[config.mk]
export PLATFORM = sky130hd
export DESIGN_NAME = hsl_to_rgb_converter
export DESIGN_NICKNAME = d
export VERILOG_FILES = /design/src/sv/hslc_pkg.sv /design/src/sv/hslc_front.sv /design/src/sv/hslc_queue.sv /design/src/sv/hslc_back.sv /design/src/sv/hsl_to_rgb_converter.sv
export SDC_FILE = /design/constraint.sdc
export NUM_CORES = 2
export LEC_CHECK = 0
export BUFFER_PORTS_ARGS = -buffer_cell sky130_fd_sc_hd__buf_2
export CAP_MARGIN = 15
export CORE_UTILIZATION = 31
export CTS_BUF_LIST = sky130_fd_sc_hd__clkbuf_4 sky130_fd_sc_hd__clkbuf_8 sky130_fd_sc_hd__clkbuf_16
export DETAILED_ROUTE_END_ITERATION = 10
export PLACE_DENSITY = 0.53
export SETUP_SLACK_MARGIN = 0.2
export SYNTH_ARGS = -nofsm -noshare
export SYNTH_HDL_FRONTEND = slang
export SYNTH_SLANG_ARGS = --single-unit
[constraint.sdc]
create_clock -name clk -period 9.95 [get_ports clk]
set_clock_uncertainty 0.05 [all_clocks]
set_input_delay 2.4875 -clock clk [delete_from_list [all_inputs] [get_ports clk]]
set_output_delay 2.4875 -clock clk [all_outputs]
set_load 0.01 [all_outputs]
[src/sv/hslc_pkg.sv]
// Shared types and constants for the HSL to RGB converter.
package hslc_pkg;

    // Hue sector picked by the front stage; SEC_GRAY is any hue above 360.
    typedef enum logic [2:0] {
        SEC_0,
        SEC_1,
        SEC_2,
        SEC_3,
        SEC_4,
        SEC_5,
        SEC_GRAY
    } hue_sector_t;

    // One classified pixel as it waits in the queue.
    typedef struct packed {
        hue_sector_t        sector;
        logic [5:0]         tri_w;
        logic signed [14:0] span_sat;
        logic [6:0]         light;
    } hslc_item_t;

    typedef struct packed {
        logic full;
        logic empty;
    } hslc_q_status_t;

    localparam int unsigned CHAN_W = 24;
    localparam int unsigned QUOT_W = 22;

    localparam logic signed [CHAN_W-1:0] C_SCALE  = 24'sd60;
    localparam logic signed [CHAN_W-1:0] M_SCALE  = 24'sd30;
    localparam logic signed [CHAN_W-1:0] L_SCALE  = 24'sd6000;
    // Smallest channel value that rounds to 255 or more.
    localparam logic signed [CHAN_W-1:0] SAT_LIMIT = 24'sd598824;
    localparam logic [27:0]              HALF_DEN  = 28'd300000;
    // Scaled numerator that yields exactly 255 after the reciprocal multiply.
    localparam logic [QUOT_W-1:0]        SAT_CODE  = 22'd2390625;
    // ceil(2^36 / 9375); exact floor division for any 22-bit numerator.
    localparam logic [22:0]              RECIP_M   = 23'd7330078;
    localparam logic [7:0]               ALPHA_VAL = 8'd255;

endpackage

[src/sv/hslc_front.sv]
// Front stage: takes pixels, finds the hue sector and the chroma product.
module hslc_front (
    input  logic                clk,
    input  logic                rst_n,
    input  logic                in_valid,
    output logic                in_stall,
    input  logic [8:0]          hue_degrees,
    input  logic [6:0]          saturation_pct,
    input  logic [6:0]          lightness_pct,
    input  hslc_pkg::hslc_q_status_t q_status,
    output logic                push,
    output hslc_pkg::hslc_item_t push_data
);
    import hslc_pkg::*;

    logic        front_valid_reg;
    logic        front_valid_next;
    hslc_item_t  item_reg;
    hslc_item_t  item_next;

    hue_sector_t        sector;
    logic [8:0]         base;
    logic [8:0]         offset;
    logic signed [8:0]  two_l_minus;
    logic signed [8:0]  l_dev;
    logic signed [8:0]  span;
    logic signed [16:0] prod;

    assign in_stall = front_valid_reg && q_status.full;
    assign push     = front_valid_reg && !q_status.full;
    assign push_data = item_reg;

    always_comb
    begin
        if (hue_degrees < 9'd60)
            sector = SEC_0;
        else if (hue_degrees < 9'd120)
            sector = SEC_1;
        else if (hue_degrees < 9'd180)
            sector = SEC_2;
        else if (hue_degrees < 9'd240)
            sector = SEC_3;
        else if (hue_degrees < 9'd300)
            sector = SEC_4;
        else if (hue_degrees <= 9'd360)
            sector = SEC_5;
        else
            sector = SEC_GRAY;

        case (sector)
            SEC_0:   base = 9'd0;
            SEC_1:   base = 9'd60;
            SEC_2:   base = 9'd120;
            SEC_3:   base = 9'd180;
            SEC_4:   base = 9'd240;
            SEC_5:   base = 9'd300;
            default: base = 9'd0;
        endcase
        offset = hue_degrees - base;

        two_l_minus = $signed({1'b0, lightness_pct, 1'b0}) - 9'sd100;
        l_dev = (two_l_minus < 0) ? -two_l_minus : two_l_minus;
        span = 9'sd100 - l_dev;
        prod = 17'(span) * $signed({10'd0, saturation_pct});

        item_next.sector   = sector;
        item_next.span_sat = prod[14:0];
        item_next.light    = lightness_pct;
        // The ramp rises in even sectors and falls in odd ones.
        case (sector)
            SEC_1, SEC_3, SEC_5: item_next.tri_w = 6'(9'd60 - offset);
            SEC_GRAY:            item_next.tri_w = 6'd0;
            default:             item_next.tri_w = offset[5:0];
        endcase

        front_valid_next = in_stall ? front_valid_reg : in_valid;
    end

    always_ff @(posedge clk or negedge rst_n)
    begin
        if (!rst_n)
            front_valid_reg <= 1'b0;
        else
            front_valid_reg <= front_valid_next;
    end

    always_ff @(posedge clk)
    begin
        if (!in_stall)
            item_reg <= item_next;
    end

endmodule

[src/sv/hslc_queue.sv]
// Short queue that decouples the front stage from the arithmetic pipeline.
module hslc_queue #(
    parameter int unsigned DEPTH = 4
) (
    input  logic                      clk,
    input  logic                      rst_n,
    input  logic                      push,
    input  hslc_pkg::hslc_item_t      push_data,
    input  logic                      pop,
    output hslc_pkg::hslc_item_t      pop_data,
    output hslc_pkg::hslc_q_status_t  q_status
);
    import hslc_pkg::*;

    localparam int unsigned PTR_W = (DEPTH > 1) ? $clog2(DEPTH) : 1;
    localparam int unsigned CNT_W = $clog2(DEPTH + 1);

    hslc_item_t       mem [DEPTH];
    logic [PTR_W-1:0] wr_ptr_reg;
    logic [PTR_W-1:0] wr_ptr_next;
    logic [PTR_W-1:0] rd_ptr_reg;
    logic [PTR_W-1:0] rd_ptr_next;
    logic [CNT_W-1:0] count_reg;
    logic [CNT_W-1:0] count_next;

    assign q_status.full  = (count_reg == CNT_W'(DEPTH));
    assign q_status.empty = (count_reg == '0);
    assign pop_data = mem[rd_ptr_reg];

    always_comb
    begin
        wr_ptr_next = wr_ptr_reg;
        rd_ptr_next = rd_ptr_reg;
        count_next  = count_reg;
        if (push)
            wr_ptr_next = (wr_ptr_reg == PTR_W'(DEPTH - 1)) ? '0 : wr_ptr_reg + 1'b1;
        if (pop)
            rd_ptr_next = (rd_ptr_reg == PTR_W'(DEPTH - 1)) ? '0 : rd_ptr_reg + 1'b1;
        if (push && !pop)
            count_next = count_reg + 1'b1;
        else if (pop && !push)
            count_next = count_reg - 1'b1;
    end

    always_ff @(posedge clk or negedge rst_n)
    begin
        if (!rst_n)
        begin
            wr_ptr_reg <= '0;
            rd_ptr_reg <= '0;
            count_reg  <= '0;
        end
        else
        begin
            wr_ptr_reg <= wr_ptr_next;
            rd_ptr_reg <= rd_ptr_next;
            count_reg  <= count_next;
        end
    end

    always_ff @(posedge clk)
    begin
        if (push)
            mem[wr_ptr_reg] <= push_data;
    end

endmodule

[src/sv/hslc_back.sv]
// Back pipeline: channel values, rounding to bytes, and the output register.
module hslc_back (
    input  logic                     clk,
    input  logic                     rst_n,
    input  hslc_pkg::hslc_q_status_t q_status,
    input  hslc_pkg::hslc_item_t     pop_data,
    output logic                     pop,
    output logic                     out_valid,
    input  logic                     out_stall,
    output logic [7:0]               red_out,
    output logic [7:0]               green_out,
    output logic [7:0]               blue_out,
    output logic [7:0]               alpha_out
);
    import hslc_pkg::*;

    typedef logic signed [CHAN_W-1:0] chan_t;
    typedef logic [QUOT_W-1:0]        quot_t;

    logic  s1_valid_reg, s1_valid_next;
    logic  s2_valid_reg, s2_valid_next;
    logic  out_valid_reg, out_valid_next;
    logic  s1_ready, s2_ready, out_ready;

    chan_t v_reg [3];
    chan_t v_next [3];
    quot_t a_reg [3];
    quot_t a_next [3];
    logic [7:0] q_reg [3];
    logic [7:0] q_next [3];

    chan_t ps_w, c6, x6, m6;
    logic [27:0] num [3];
    logic [44:0] qp [3];

    assign out_ready = !out_valid_reg || !out_stall;
    assign s2_ready  = !s2_valid_reg || out_ready;
    assign s1_ready  = !s1_valid_reg || s2_ready;
    assign pop       = !q_status.empty && s1_ready;

    assign out_valid = out_valid_reg;
    assign red_out   = q_reg[0];
    assign green_out = q_reg[1];
    assign blue_out  = q_reg[2];
    assign alpha_out = ALPHA_VAL;

    // Stage 1: chroma, ramp and minimum, then the sector picks the channels.
    always_comb
    begin
        ps_w = CHAN_W'(pop_data.span_sat);
        c6   = ps_w * C_SCALE;
        x6   = ps_w * $signed({18'd0, pop_data.tri_w});
        m6   = $signed({17'd0, pop_data.light}) * L_SCALE - ps_w * M_SCALE;
        v_next[0] = m6;
        v_next[1] = m6;
        v_next[2] = m6;
        case (pop_data.sector)
            SEC_0:
            begin
                v_next[0] = m6 + c6;
                v_next[1] = m6 + x6;
            end
            SEC_1:
            begin
                v_next[0] = m6 + x6;
                v_next[1] = m6 + c6;
            end
            SEC_2:
            begin
                v_next[1] = m6 + c6;
                v_next[2] = m6 + x6;
            end
            SEC_3:
            begin
                v_next[1] = m6 + x6;
                v_next[2] = m6 + c6;
            end
            SEC_4:
            begin
                v_next[0] = m6 + x6;
                v_next[2] = m6 + c6;
            end
            SEC_5:
            begin
                v_next[0] = m6 + c6;
                v_next[2] = m6 + x6;
            end
            default:
            begin
                v_next[0] = m6;
            end
        endcase
    end

    // Stage 2: clamp and form (255*v + den/2) / 64; the rest of the divide follows.
    always_comb
    begin
        for (int i = 0; i < 3; i++)
        begin
            num[i] = 28'(v_reg[i][19:0]) * 28'd255 + HALF_DEN;
            if (v_reg[i] <= 0)
                a_next[i] = '0;
            else if (v_reg[i] >= SAT_LIMIT)
                a_next[i] = SAT_CODE;
            else
                a_next[i] = num[i][27:6];
        end
    end

    // Stage 3: divide by 9375 through the reciprocal multiply.
    always_comb
    begin
        for (int i = 0; i < 3; i++)
        begin
            qp[i]     = 45'(a_reg[i]) * 45'(RECIP_M);
            q_next[i] = qp[i][43:36];
        end
    end

    always_comb
    begin
        s1_valid_next  = s1_ready ? pop : s1_valid_reg;
        s2_valid_next  = s2_ready ? s1_valid_reg : s2_valid_reg;
        out_valid_next = out_ready ? s2_valid_reg : out_valid_reg;
    end

    always_ff @(posedge clk or negedge rst_n)
    begin
        if (!rst_n)
        begin
            s1_valid_reg  <= 1'b0;
            s2_valid_reg  <= 1'b0;
            out_valid_reg <= 1'b0;
        end
        else
        begin
            s1_valid_reg  <= s1_valid_next;
            s2_valid_reg  <= s2_valid_next;
            out_valid_reg <= out_valid_next;
        end
    end

    always_ff @(posedge clk)
    begin
        if (s1_ready)
            v_reg <= v_next;
        if (s2_ready)
            a_reg <= a_next;
        if (out_ready)
            q_reg <= q_next;
    end

endmodule

[src/sv/hsl_to_rgb_converter.sv]
// Top level of the HSL to RGB pixel converter.
//
// Input channel: in_valid / in_stall with hue_degrees, saturation_pct and
// lightness_pct; a pixel transfers on a clock edge with in_valid high and
// in_stall low. Output channel: out_valid / out_stall with red_out,
// green_out, blue_out and alpha_out; alpha_out is always 255.
// Hues above 360 give gray. Each channel is round(255 * v), ties up.
// Throughput is one pixel per clock whenever the receiver takes results.
// From the input transfer to out_valid a pixel passes the front register, the
// queue, the channel stage and the rounding stage, with the reciprocal
// multiply feeding the output register.
// When the receiver stalls, the output holds steady and the pipeline fills;
// the queue then fills and in_stall rises once the front register is blocked.
// Reset clears all valid flags and empties the queue; no pixel is pending
// after reset and the block accepts input on the first cycle.
module hsl_to_rgb_converter #(
    parameter int unsigned QUEUE_DEPTH = 4
) (
    input  logic       clk,
    input  logic       rst_n,
    input  logic       in_valid,
    output logic       in_stall,
    input  logic [8:0] hue_degrees,
    input  logic [6:0] saturation_pct,
    input  logic [6:0] lightness_pct,
    output logic       out_valid,
    input  logic       out_stall,
    output logic [7:0] red_out,
    output logic [7:0] green_out,
    output logic [7:0] blue_out,
    output logic [7:0] alpha_out
);
    import hslc_pkg::*;

    hslc_q_status_t q_status;
    hslc_item_t     push_data;
    hslc_item_t     pop_data;
    logic           push;
    logic           pop;

    hslc_front u_front (
        .clk            (clk),
        .rst_n          (rst_n),
        .in_valid       (in_valid),
        .in_stall       (in_stall),
        .hue_degrees    (hue_degrees),
        .saturation_pct (saturation_pct),
        .lightness_pct  (lightness_pct),
        .q_status       (q_status),
        .push           (push),
        .push_data      (push_data)
    );

    hslc_queue #(
        .DEPTH (QUEUE_DEPTH)
    ) u_queue (
        .clk       (clk),
        .rst_n     (rst_n),
        .push      (push),
        .push_data (push_data),
        .pop       (pop),
        .pop_data  (pop_data),
        .q_status  (q_status)
    );

    hslc_back u_back (
        .clk       (clk),
        .rst_n     (rst_n),
        .q_status  (q_status),
        .pop_data  (pop_data),
        .pop       (pop),
        .out_valid (out_valid),
        .out_stall (out_stall),
        .red_out   (red_out),
        .green_out (green_out),
        .blue_out  (blue_out),
        .alpha_out (alpha_out)
    );

endmodule

==> impl_metrics.py <==
metrics = {
    "timing": {
        "maxSlewHeadroom": 0.2667,
        "period_needed_ns": 9.017,
        "finalSetupViolations": 0,
        "timing.fmax_mhz": 110.9,
        "post-route-period-util": 0.9062,
        "report.final.hold_viol_count": 0,
        "slew_viol_final": 0,
        "rsz0062_at_grt": "no",
        "setup-tns-final_ns": 0,
        "worst_pin_slew_ns": 1.092,
    },
    "grt": {
        "antenna_found_initial": 3,
        "grt_usage": 0.1421,
        "overflow": 0,
        "grt_pass1_vias": 42080,
        "grt_max_degree": 70,
        "grt_pass1_wl_mm": 224.0,
    },
    "synthesis": {
        "synth.area.top_cells": "fa_1, ha_1, edfxtp_1",
        "synth.distinct_cells": 78,
        "synth.most_common_cell": "inv_1",
        "synth-seq-cells": 320,
        "synth_xor_area_frac": 0.03886,
        "synthesis.area_per_instance_sq_um": 10.20,
        "synthArstFlopShare": 0.03438,
        "synth_commonest_cells": "inv_1, fa_1, ha_1",
        "synth_compound_area_frac": 0.07525,
        "postSynthCellCount": 5919,
        "yosysWarnings": 0,
        "synth_top_family_by_area": "adder cells",
        "ys_seq_area_frac": 0.1582,
        "syn_area_sq_um": 60380,
        "synthAdderAreaFrac": 0.5363,
        "synthSimpleGateAreaFrac": 0.06774,
        "synth-edff-count": 309,
        "synth_ff_type": "edfxtp_1",
        "synth_largest_area_cell": "fa_1",
        "synth_top_area_share": 0.3365,
        "synth.area.mux_share": 0.01594,
    },
    "clock_network": {
        "cts_htree_levels": 2,
        "clkSinkCount": 320,
        "clkTransAtPathRegs_ns": 0.06,
        "cts_tree": "done",
        "clk_latency_ns": 0.68,
        "cts_inserted_buffers": 44,
        "clockBufferDepth": 3,
        "cts_root_buf": "clkbuf_16",
    },
    "floorplanning": {
        "die_area_sq_um": 196500,
        "rows": 161,
        "start_util": 0.3129,
        "die_y_um": 443.3,
        "die-width_um": 443.3,
        "core_sq_um": 193000,
        "io_pins": 61,
    },
    "place": {
        "portBuffers": 52,
        "dp_hpwl_mm": 117.6,
        "gp_congestion": 0.8994,
    },
    "route": {
        "highest_layer": "met5",
        "drtIter0Drc": 1645,
        "dr.pass1.iters": 5,
        "wl_met1_mm": 65.10,
        "wirelength_mm": 135.7,
        "wl_met2_mm": 63.75,
        "vias_per_cell": 4.545,
        "num_vias": 38810,
        "drc_errors": 0,
        "wl_per_cell_um": 15.88,
        "wl_met3_mm": 4.338,
        "drtAntennaViolNets": 0,
    },
    "layout": {
        "drive_above_1_share": 0.04174,
        "largest_reg_flops": 120,
        "area_growth_pct": 8.028,
        "fillCellCount": 19740,
        "finalNetCount": 7983,
    },
    "worst_setup_path": {
        "path_class": "register to register",
        "crit_slowest_cell": "mux4_2",
        "cpLargestDelayFamily": "compound AO/OA/AOI/OAI gates",
        "required_ns": 10.39,
        "slowest_delay_ns": 0.69,
        "crit_buf_inv": 5,
        "cp-start-kind": "register",
        "cp.arrival_ns": 9.46,
        "setup.worst_path.end_class": "register",
        "critPathMaxFanout": 33,
    },
    "job": {
        "drv_cap": 0,
    },
    "min_path": {
        "holdCritPathClass": "register to register",
    },
    "run_status": {
        "status": "finished, final reports clean",
    },
}
-- worst reg2reg max path, delay by kind of cell, from the launching register on --
kind / cells / cell delay, ns
AO/OA/AOI/OAI: 13 / 2.91
XOR/XNOR: 2 / 0.75
adder cells (fa/ha/maj): 6 / 2.43
buffers and inverters: 5 / 0.81
flip-flops: 1 / 0.40
multiplexers: 1 / 0.70
AND/OR/NAND/NOR: 5 / 0.83
-- cell type report --
cell class	instances	area, sq um	share of cell area
Inverter	1642	6163	0.09450
Sequential cell	320	9555	0.1465
Multi-Input combinational cell	3885	44380	0.6805
Clock inverter	32	290.3	0.004450
Tap cell	2526	3161	0.04846
Timing Repair Buffer	85	511.7	0.007846
Clock buffer	49	1157	0.01774
Antenna cell	1	2.502	0.00003837
-- through the flow --
stage	area (sq um)	setup slack, ns	hold WS, ns	cells	utilization
global placement	63770	0.8484	0.4066	8458	0.3304
floorplan	60400	0.8970	0.3848	5926	-
finish	65220	0.9334	0.4159	8540	0.3380
global route	65220	0.3034	0.4408	8540	0.3380
CTS	65220	0.7752	0.4196	8539	0.3379
detailed placement	63770	0.7041	0.4028	8458	0.3304
-- logic make-up (layout without fill, tap and decap cells) --
logic type	Yosys count	after routing
adder cells (fa/ha/maj)	1979	1979
buffers and inverters	1721	1808
AND/OR/NAND/NOR	837	837
AO/OA/AOI/OAI	734	734
flip-flops	320	320
XOR/XNOR	267	267
multiplexers	60	60
other	1	9
-- path summary, 6_finish.rpt --
path,depth (start not counted),startpoint,endpoint,slack [ns]
max in group asynchronous,1,rst_n,u_queue.rd_ptr_reg[0]$_DFFE_PN0P_,7.80
min,1,u_back.s1_valid_reg$_DFFE_PN0N_,u_back.s2_valid_reg$_DFFE_PN0P_,0.42
min reg2reg,1,u_back.s1_valid_reg$_DFFE_PN0N_,u_back.s2_valid_reg$_DFFE_PN0P_,0.42
min in group asynchronous,1,rst_n,u_back.s1_valid_reg$_DFFE_PN0N_,1.68
max reg2reg,32,u_queue.rd_ptr_reg[0]$_DFFE_PN0P_,u_back.v_reg[23]$_DFFE_PN_,0.93
max,32,u_queue.rd_ptr_reg[0]$_DFFE_PN0P_,u_back.v_reg[23]$_DFFE_PN_,0.93
-- layer usage --
metal / GRT usage / vias up
li1: - / 18820
met1: 0.1971 / 19330
met2: 0.2396 / 546
met3: 0.01434 / 116
met4: 0.02856 / 2
met5: 0 / -
-- cell usage in the layout, fill, tap and decap left out, types with 9 or more instances in the layout --
master,netlist,layout
a31o_2,9,9
a21oi_1,256,256
mux4_2,28,28
a31oi_1,19,19
dfrtp_1,11,10
and3_1,25,25
edfxtp_1,309,309
nor2_1,215,215
o22ai_1,14,14
nand4_1,19,19
nand2b_1,39,39
a21o_1,74,74
mux2_2,9,9
o21bai_1,25,25
and2_1,88,88
xnor2_1,171,170
or3_1,16,16
inv_1,1639,1639
a21boi_0,15,15
o21ai_0,158,158
o31ai_1,14,14
nor2b_1,50,50
nand3_1,52,50
clkbuf_16,0,44
o21a_1,31,31
o211ai_1,10,10
ha_1,963,963
xor2_1,95,95
nand2_1,208,207
mux2i_1,23,23
a211oi_1,35,35
or2_2,25,25
nor4_1,12,12
fa_1,1015,1015
buf_2,0,52
buf_4,8,32
nor3_1,63,63
-- repair_timing --
action                                  4_1_cts  5_1_grt
hold buffers                                  0        0
endpoints found under the setup margin        0        3
resized for setup                             0        1
setup buffers                                 0        0
Power is not shown: default switching activity piles up to over one toggle a cycle in this logic, so the estimate is an artifact.
